File: config.mk
export PLATFORM = sky130hd
export DESIGN_NAME = brf_ctrl
export DESIGN_NICKNAME = d
export VERILOG_FILES = /design/src/sv/brf_pkg.sv /design/src/sv/brf_ctrl.sv
export SDC_FILE = /design/constraint.sdc
export NUM_CORES = 1
export LEC_CHECK = 0
export ABC_AREA = 1
export BUFFER_PORTS_ARGS = -buffer_cell sky130_fd_sc_hd__buf_2
export CORE_AREA = 2 2 39 41
export CTS_CLUSTER_DIAMETER = 200
export CTS_CLUSTER_SIZE = 28
export DETAILED_ROUTE_END_ITERATION = 12
export DIE_AREA = 0 0 41 43
export RECOVER_POWER = 100
export SLEW_MARGIN = 10
export SYNTH_ARGS = -nofsm -noshare
export SYNTH_HDL_FRONTEND = slang
export SYNTH_SLANG_ARGS = --single-unit
export TNS_END_PERCENT = 30
File: constraint.sdc
create_clock -name clk_i -period 1.6 [get_ports clk_i]
set_input_delay 0.16 -clock clk_i [delete_from_list [all_inputs] [get_ports clk_i]]
set_output_delay 0.16 -clock clk_i [all_outputs]
set_load 0.05 [all_outputs]
File: src/sv/brf_pkg.sv
// Shared types and constants for the byte ring FIFO with overwrite.
package brf_pkg;

  localparam int SLOTS_DEF = 1024;

  localparam int CAP_W    = 10;
  localparam int REQ_W    = 2;
  localparam int BYTE_W   = 8;
  localparam int CLEN_W   = 16;
  localparam int OFFSET_W = 10;
  localparam int FILL_W   = 10;

  localparam logic [CAP_W-1:0] CAP_RESET = 10'd1023;
  localparam logic [CAP_W-1:0] CAP_MIN   = 10'd2;

  localparam logic [REQ_W-1:0] REQ_PUSH    = 2'd0;
  localparam logic [REQ_W-1:0] REQ_PEEK    = 2'd1;
  localparam logic [REQ_W-1:0] REQ_DISCARD = 2'd2;

  typedef enum logic [1:0] {
    S_IDLE,
    S_EXEC,
    S_PEEK
  } ctl_state_e;

  // Commands from the controller to the datapath.
  typedef struct packed {
    logic latch;     // capture the incoming item
    logic rd_en;     // read the store at the peek address
    logic upd;       // commit pointer and store changes
    logic out_load;  // load the result register
  } dp_cmd_t;

  // Status from the datapath to the controller.
  typedef struct packed {
    logic is_peek;
  } dp_stat_t;

endpackage

File: src/sv/brf_ctrl.sv
// Controller state machine for the byte ring FIFO: sequencing and output valid.
module brf_ctrl (
  input  logic              clk_i,
  input  logic              rst_ni,
  input  logic              in_valid_i,
  output logic              in_stall_o,
  output logic              out_valid_o,
  input  logic              out_stall_i,
  input  brf_pkg::dp_stat_t stat_i,
  output brf_pkg::dp_cmd_t  cmd_o
);

  brf_pkg::ctl_state_e state_q, state_d;
  logic out_valid_q, out_valid_d;
  logic slot_free;

  assign slot_free = !out_valid_q || !out_stall_i;

  always_comb begin
    state_d = state_q;
    unique case (state_q)
      brf_pkg::S_IDLE: begin
        if (in_valid_i) state_d = brf_pkg::S_EXEC;
      end
      brf_pkg::S_EXEC: begin
        if (stat_i.is_peek) begin
          state_d = brf_pkg::S_PEEK;
        end else if (slot_free) begin
          state_d = brf_pkg::S_IDLE;
        end
      end
      brf_pkg::S_PEEK: begin
        if (slot_free) state_d = brf_pkg::S_IDLE;
      end
      default: state_d = brf_pkg::S_IDLE;
    endcase
  end

  always_comb begin
    cmd_o      = '0;
    in_stall_o = 1'b1;
    unique case (state_q)
      brf_pkg::S_IDLE: begin
        in_stall_o  = 1'b0;
        cmd_o.latch = in_valid_i;
      end
      brf_pkg::S_EXEC: begin
        // A peek only reads here; everything else commits once the result slot is free.
        cmd_o.rd_en    = stat_i.is_peek;
        cmd_o.upd      = !stat_i.is_peek && slot_free;
        cmd_o.out_load = !stat_i.is_peek && slot_free;
      end
      brf_pkg::S_PEEK: begin
        cmd_o.out_load = slot_free;
      end
      default: begin
        in_stall_o = 1'b1;
      end
    endcase
  end

  always_comb begin
    out_valid_d = out_valid_q;
    if (cmd_o.out_load) begin
      out_valid_d = 1'b1;
    end else if (!out_stall_i) begin
      out_valid_d = 1'b0;
    end
  end

  always_ff @(posedge clk_i or negedge rst_ni) begin
    if (!rst_ni) begin
      state_q     <= brf_pkg::S_IDLE;
      out_valid_q <= 1'b0;
    end else begin
      state_q     <= state_d;
      out_valid_q <= out_valid_d;
    end
  end

  assign out_valid_o = out_valid_q;

endmodule

### After elaboration in Yosys (flattened, before gate mapping)

Index checks and enable logic that the tools add are counted.

* bits of input ports: 5
* output and inout port bits: 6
* word-level logic and storage cells: 22
* bits in registers: 3

* muxes and demuxes: 10
* equality and inequality tests: 4
* reduce and logical (&&, ||, !) cells: 6

Operators by type and width (number)
* $mux 2: 4
* $pmux 2 s3: 1
* $mux 1: 4
* $logic_not 1->1: 3
* $eq 2x1->1 const B: 1
* $eq 2x2->1 const B: 1
* $logic_not 2->1: 1
* $ne 2x1->1 const B: 1
* $ne 2x2->1 const B: 1
* $pmux 1 s2: 1
* $logic_and 1x1->1: 1
* $logic_or 1x1->1: 1

### Depth between registers and ports, before layout

Gate-level depths: netlist of the first run.

* word-level depth: 5
* depth in mapped cells: 8

### Worst setup path before layout of the first run

Ideal clock, no wire load.

* kind: register to output
* start: reg out_valid_q (netlist: out_valid_o)
* end: out cmd_o[1] (netlist name)
* cell stages (with the launch flop): 4
* arrival time: 1421 ps
* path slack: 19 ps
* path buffers: 0
* cell sequence: dfrtp_1 > nand2_2 > inv_1 > nor2_1

RTL lines
* from (decl): line brf_ctrl.sv:14 `logic out_valid_q, out_valid_d;`
* from (signal assigned): line brf_ctrl.sv:77 `out_valid_q <= out_valid_d;`
* to (decl): line brf_ctrl.sv:10 `output brf_pkg::dp_cmd_t cmd_o`

==> impl_metrics.csv, run 1 <==
group,metric,value,unit
final_layout,drive_gt1_frac,0.456,
timing,max_freq,658,MHz
final_layout,final_common_cell,"nand2_1",
synthesis,synth_area,267,µm²
run_status,status,"complete, no violations",
detailed_routing,drt_iter0_drc,0,
timing,setup_viol,0,
timing,fin_worst_skew,1.57,ps
synthesis,synth_cell_types,11,
min_path,min_to,"out_valid_o$_DFFE_PN0P_",
synthesis,synth-seq-cells,3,
global_route,grt-busiest-layer,"met2",
global_route,grtUsageTotal,0.0826,
detailed_routing,via_count,287,
clock_network,clk_path_buf_depth,2,
global_route,groute.layer.met1.usage,0.0649,
final_layout,area_growth,55.9,%
detailed_routing,wl,599,µm
timing,fin_crit_sh,0.951,
final_layout,nets,67,
timing,hold_viol,0,
detailed_routing,antenna_left,0,
timing,rsz0062_at_grt,"no",
critical_path,slowest_delay,410,ps
run,max_cap_violations,0,
clock_network,root_buffer,"clkbuf_4",
synthesis,syn_nets,48,
critical_path,slowest_stage,"dfrtp_2",
timing,tns,0,ps
timing,maxSlewViolCount,0,
placed_design,portBuffers,10,
global_route,antenna_found_initial,0,
global_route,grt_max_degree,6,
critical_path,crit_arrival,1360,ps
clock_network,clk_pin_slew,40,ps
die,fp.dieH,43,µm
detailed_routing,avgRoutedWirePerCell,8.21,µm
critical_path,crit_path_end_kind,"primary output",
min_path,hp-class,"in2reg",
critical_path,r2r_start,"state_q[1]$_DFFE_PN0P_",
global_route,grt-ovfl-total,0,
final_layout,fillerInstances,149,
detailed_routing,first_pass_iters,1,
final_layout,final_cell_mix,"12 x nand2_1, 7 x buf_2, 6 x inv_1",
critical_path,critPathTopFamily,"flip-flops",
critical_path,crit_type,"reg2out",
die,initial_core_util,0.193,
critical_path,path_buf_inv,3,
global_route,grt_pass1_vias,268,
critical_path,reg2reg_to,"state_q[0]$_DFFE_PN0P_",
critical_path,crit_chain,"buf_4 -> ha_1 -> inv_1 -> nand2_2 -> nand2_1 -> nor2_2 -> buf_6",
die,pin_count,11,
timing,tightest_slew,587,ps
clock_network,cts_max_level,1,
clock_network,cts_tree,"done",
die,core.rowCount,14,
timing,min_period,1520,ps
critical_path,ff2ff_setup_slack,400,ps
critical_path,start_kind,"register",
critical_path,crit_fanout,4,
synthesis,yosysSeqAreaShare,0.282,
global_route,grt_pass1_wl,910,µm
min_path,hold_start,"out_stall_i",
die,dieArea,1760,µm²
synthesis,netlist_instances,39,
critical_path,cp.required,1440,ps
placed_design,dp_hpwl,443,µm
timing,slew_headroom,0.610,
clock_network,cts_buffers,3,
critical_path,crit_start,"state_q[1]$_DFFE_PN0P_",
clock_network,clock_latency,230,ps
global_route,use_met2,0.128,
die,die_w,41,µm
placed_design,place_congestion,0.618,
die,coreArea,1380,µm²
min_path,hold_depth,3,
global_route,grt.met3_usage,0.0471,
clock_network,cts.sinks,3,
detailed_routing,vias_per_cell,3.93,
final_layout,diodes,0,
detailed_routing,drc,0,
critical_path,reg2reg_depth,7,
synthesis,yosys_warnings,0,
synthesis,avgSynthCellArea,6.83,µm²
-- worst reg2reg max path, cell delays in order (launching register included) --
cell     delay (ps)
dfrtp_2         410
inv_1           110
ha_1            210
inv_2            60
nor2_2          130
nor2_2           50
nand2_1          70
nand2_1          50
-- worst max path at each step --
| stage | to | slack, ps | cells past startpoint |
|---|---|---|---|
| CTS | cmd_o[0] | 3 | 7 |
| global route | cmd_o[0] | 3 | 7 |
| finish | cmd_o[0] | 80 | 7 |
| detailed placement | cmd_o[0] | 210 | 7 |
| global placement | cmd_o[0] | 230 | 7 |
| floorplan | cmd_o[1] | 20 | 3 |
-- per-layer routing --
metal	wire [µm]	share of wire
met1	225	0.38
met2	335	0.56
met3	39	0.065
met4	0	0
met5	0	0
-- final cells by class --
class                      count  area, µm²  share of cell area
clock buffer                   4       26.3              0.0633
multi-input combinational     27        169               0.407
inverter                       8       30.0              0.0723
tap                           16       20.0              0.0482
sequential                     3       76.3               0.184
timing repair buffer          15       93.8               0.226
-- cells by family (layout without fill, tap and decap cells) --
logic type               count (synthesis)  count (layout)  share of synthesized area
AO/OA/AOI/OAI                            1               1                     0.0188
adder cells (fa/ha/maj)                  4               4                      0.188
buffers and inverters                    9              27                      0.141
flip-flops                               3               3                      0.282
AND/OR/NAND/NOR                         22              22                      0.371
-- state kept, by name, summed over array words and instances (netlist names) --
signal	cells
state_q	2
out_valid_o	1
-- through the flow --
step | instance area, µm² | setup slack (ps) | std cells | util | hold WS, ps
3_5_place_dp | 329 | 207 | 64 | 0.238 | -41.4
4_1_cts | 368 | 2.80 | 69 | 0.266 | 195
5_1_grt | 415 | 2.51 | 73 | 0.300 | 224
3_3_place_gp | 329 | 231 | 64 | 0.238 | -42.6
6_report | 415 | 79.1 | 73 | 0.300 | 195
2_1_floorplan | 267 | 18.6 | 39 | - | -136
-- Yosys cell counts --
| master | n | share of area |
|---|---|---|
| inv_2 | 2 | 0.028 |
| o21ai_1 | 1 | 0.019 |
| nand2_1 | 12 | 0.17 |
| nor2_2 | 3 | 0.070 |
| nand2_2 | 3 | 0.070 |
| ha_1 | 4 | 0.19 |
| inv_1 | 6 | 0.085 |
| nand3_1 | 1 | 0.019 |
| nor2_1 | 3 | 0.042 |
| dfrtp_1 | 3 | 0.28 |
| buf_4 | 1 | 0.028 |
-- timing repair --
item	4_1_cts	5_1_grt
hold buffers	1	0
hold endpoints to repair	3	0
pin swaps	0	0
buffers inserted	0	4
resized for setup	1	5
cloned	0	0
endpoints found under the setup margin	1	2
Power of run 1 is not shown: default switching activity piles up to over one toggle a cycle in this logic, so the estimate is an artifact.
==> run 2, diff against run 1 <==
--- a/config.mk
+++ b/config.mk
@@ -12,6 +12,7 @@
 export CTS_CLUSTER_SIZE = 28
 export DETAILED_ROUTE_END_ITERATION = 12
 export DIE_AREA = 0 0 41 43
+export PLACE_DENSITY = 0.42
 export RECOVER_POWER = 100
 export SLEW_MARGIN = 10
 export SYNTH_ARGS = -nofsm -noshare
==> run 2 against run 1 <==
Via count decreased by 5.2%; final cell count increased by 1.4%; critical endpoint unchanged; global-route usage decreased by 2.0 points.
==> impl_metrics.csv, run 2 (synthesized netlist as in run 1, its figures left out) <==
group,metric,value,unit
run_status,status,"complete, no violations",
detailed_routing,via_count,272,
min_path,hold_depth,3,
detailed_routing,avgRoutedWirePerCell,7.62,µm
final_layout,instances_no_fill,74,
timing,tightest_slew,590,ps
global_route,grt-ovfl-total,0,
critical_path,r2r_start,"state_q[1]$_DFFE_PN0P_",
global_route,grt_pass1_vias,201,
die,pin_count,11,
critical_path,cpMostUsedCell,"nand2_2",
placed_design,dp_hpwl,424,µm
timing,fin_crit_sh,0.945,
clock_network,cts_buffers,3,
critical_path,crit_arrival,1350,ps
critical_path,crit_path_end_kind,"primary output",
detailed_routing,routed.top_layer,"met3",
critical_path,crit_start,"state_q[1]$_DFFE_PN0P_",
final_layout,final_cell_mix,"12 x nand2_1, 7 x inv_1, 5 x buf_4",
clock_network,cts_max_level,1,
min_path,hp-class,"in2reg",
critical_path,crit_type,"reg2out",
timing,maxSlewViolCount,0,
critical_path,reg2reg_to,"state_q[0]$_DFFE_PN0P_",
placed_design,place_congestion,0.657,
timing,max_freq,662,MHz
final_layout,registers.top_by_ff_count,"state_q",
detailed_routing,antenna_left,0,
global_route,antenna_found_initial,0,
detailed_routing,vias_per_cell,3.68,
clock_network,cts_tree,"done",
clock_network,clk_path_buf_depth,2,
detailed_routing,wl_met3,20,µm
placed_design,portBuffers,10,
die,core.rowCount,14,
final_layout,area_growth,57.7,%
global_route,grtUsageTotal,0.0624,
timing,slew_headroom,0.608,
critical_path,crit_fanout,5,
detailed_routing,first_pass_iters,4,
final_layout,nets,68,
final_layout,drive_gt1_frac,0.431,
final_layout,largest_reg_flops,2,
die,initial_core_util,0.193,
final_layout,diodes,0,
min_path,min_to,"out_valid_o$_DFFE_PN0P_",
global_route,grt_pass1_wl,724,µm
min_path,hold_start,"out_stall_i",
global_route,grt_max_degree,6,
die,coreArea,1380,µm²
critical_path,slowest_stage,"dfrtp_1",
critical_path,crit_chain,"inv_1 -> ha_4 -> nand2_2 -> nand2_2 -> nand2_1 -> nor2_2 -> buf_6",
critical_path,start_kind,"register",
placed_design,dp.cells,64,
detailed_routing,wl_met2,297,µm
timing,min_period,1510,ps
timing,hold_viol,0,
clock_network,cts.sinks,3,
die,die_w,41,µm
die,dieArea,1760,µm²
critical_path,slowest_delay,410,ps
clock_network,root_buffer,"clkbuf_4",
die,fp.dieH,43,µm
clock_network,clock_latency,230,ps
critical_path,ff2ff_setup_slack,340,ps
critical_path,cp.required,1440,ps
clock_network,clk_pin_slew,40,ps
timing,setup_viol,0,
run,max_cap_violations,0,
detailed_routing,drc,0,
detailed_routing,drt-met1-wl,245,µm
timing,fin_worst_skew,3.15,ps
detailed_routing,wl,564,µm
critical_path,reg2reg_depth,7,
detailed_routing,drt_iter0_drc,5,
final_layout,final_common_cell,"nand2_1",
-- run 2: cell count changes in the layout (fill, tap and decap cells not counted), sizes merged --
| cell | delta |
|---|---|
| buf | -3 |
| clkbuf | +4 |
-- run 2: area by class of cell --
cell class / instances / area, µm²
Fill cell: 168 / 963
Multi-Input combinational cell: 27 / 166
Sequential cell: 3 / 76.3
Tap cell: 16 / 20.0
Timing Repair Buffer: 16 / 101
Clock buffer: 4 / 26.3
Inverter: 8 / 30.0
-- run 2: worst max path at each step --
stage                           to  slack [ps]  depth (start not counted)
final                     cmd_o[0]          90                          7
after global routing      cmd_o[0]         -20                          7
after CTS                 cmd_o[0]           5                          7
after detailed placement  cmd_o[0]         200                          7
after global placement    cmd_o[0]         220                          7
after floorplan           cmd_o[1]          20                          3
-- run 2: worst max-delay path, delay by kind of cell, from the launching register on --
kind | cells | cell delay, ps
buffers and inverters | 2 | 290
and+or+nand+nor | 4 | 270
adders and majority gates | 1 | 150
DFF | 1 | 410
-- run 2: per-stage QoR --
stage / setup WS [ps] / instance area, µm² / TNS (ps) / util / hold WS [ps]
after detailed placement: 201 / 329 / 0 / 0.238 / -44.3
after CTS: 5.41 / 368 / 0 / 0.266 / 204
final: 88.5 / 420 / 0 / 0.304 / 204
after global routing: -24.0 / 420 / -27.1 / 0.304 / 215
after floorplan: 18.6 / 267 / 0 / - / -136
after global placement: 222 / 329 / 0 / 0.238 / -42.5
-- run 2: layer usage --
layer / global-route usage / vias up
met5: 0 / -
met4: 0.0200 / 0
met3: 0.0314 / 0
met2: 0.100 / 6
met1: 0.0682 / 117
li1: - / 149
-- run 2: repair_timing --
action	4_1_cts	5_1_grt
hold endpoints to repair	3	0
endpoints found under the setup margin	1	2
resized for setup	1	5
setup buffers	0	5
hold buffers	1	0
Power of run 2 is left out for the same reason.
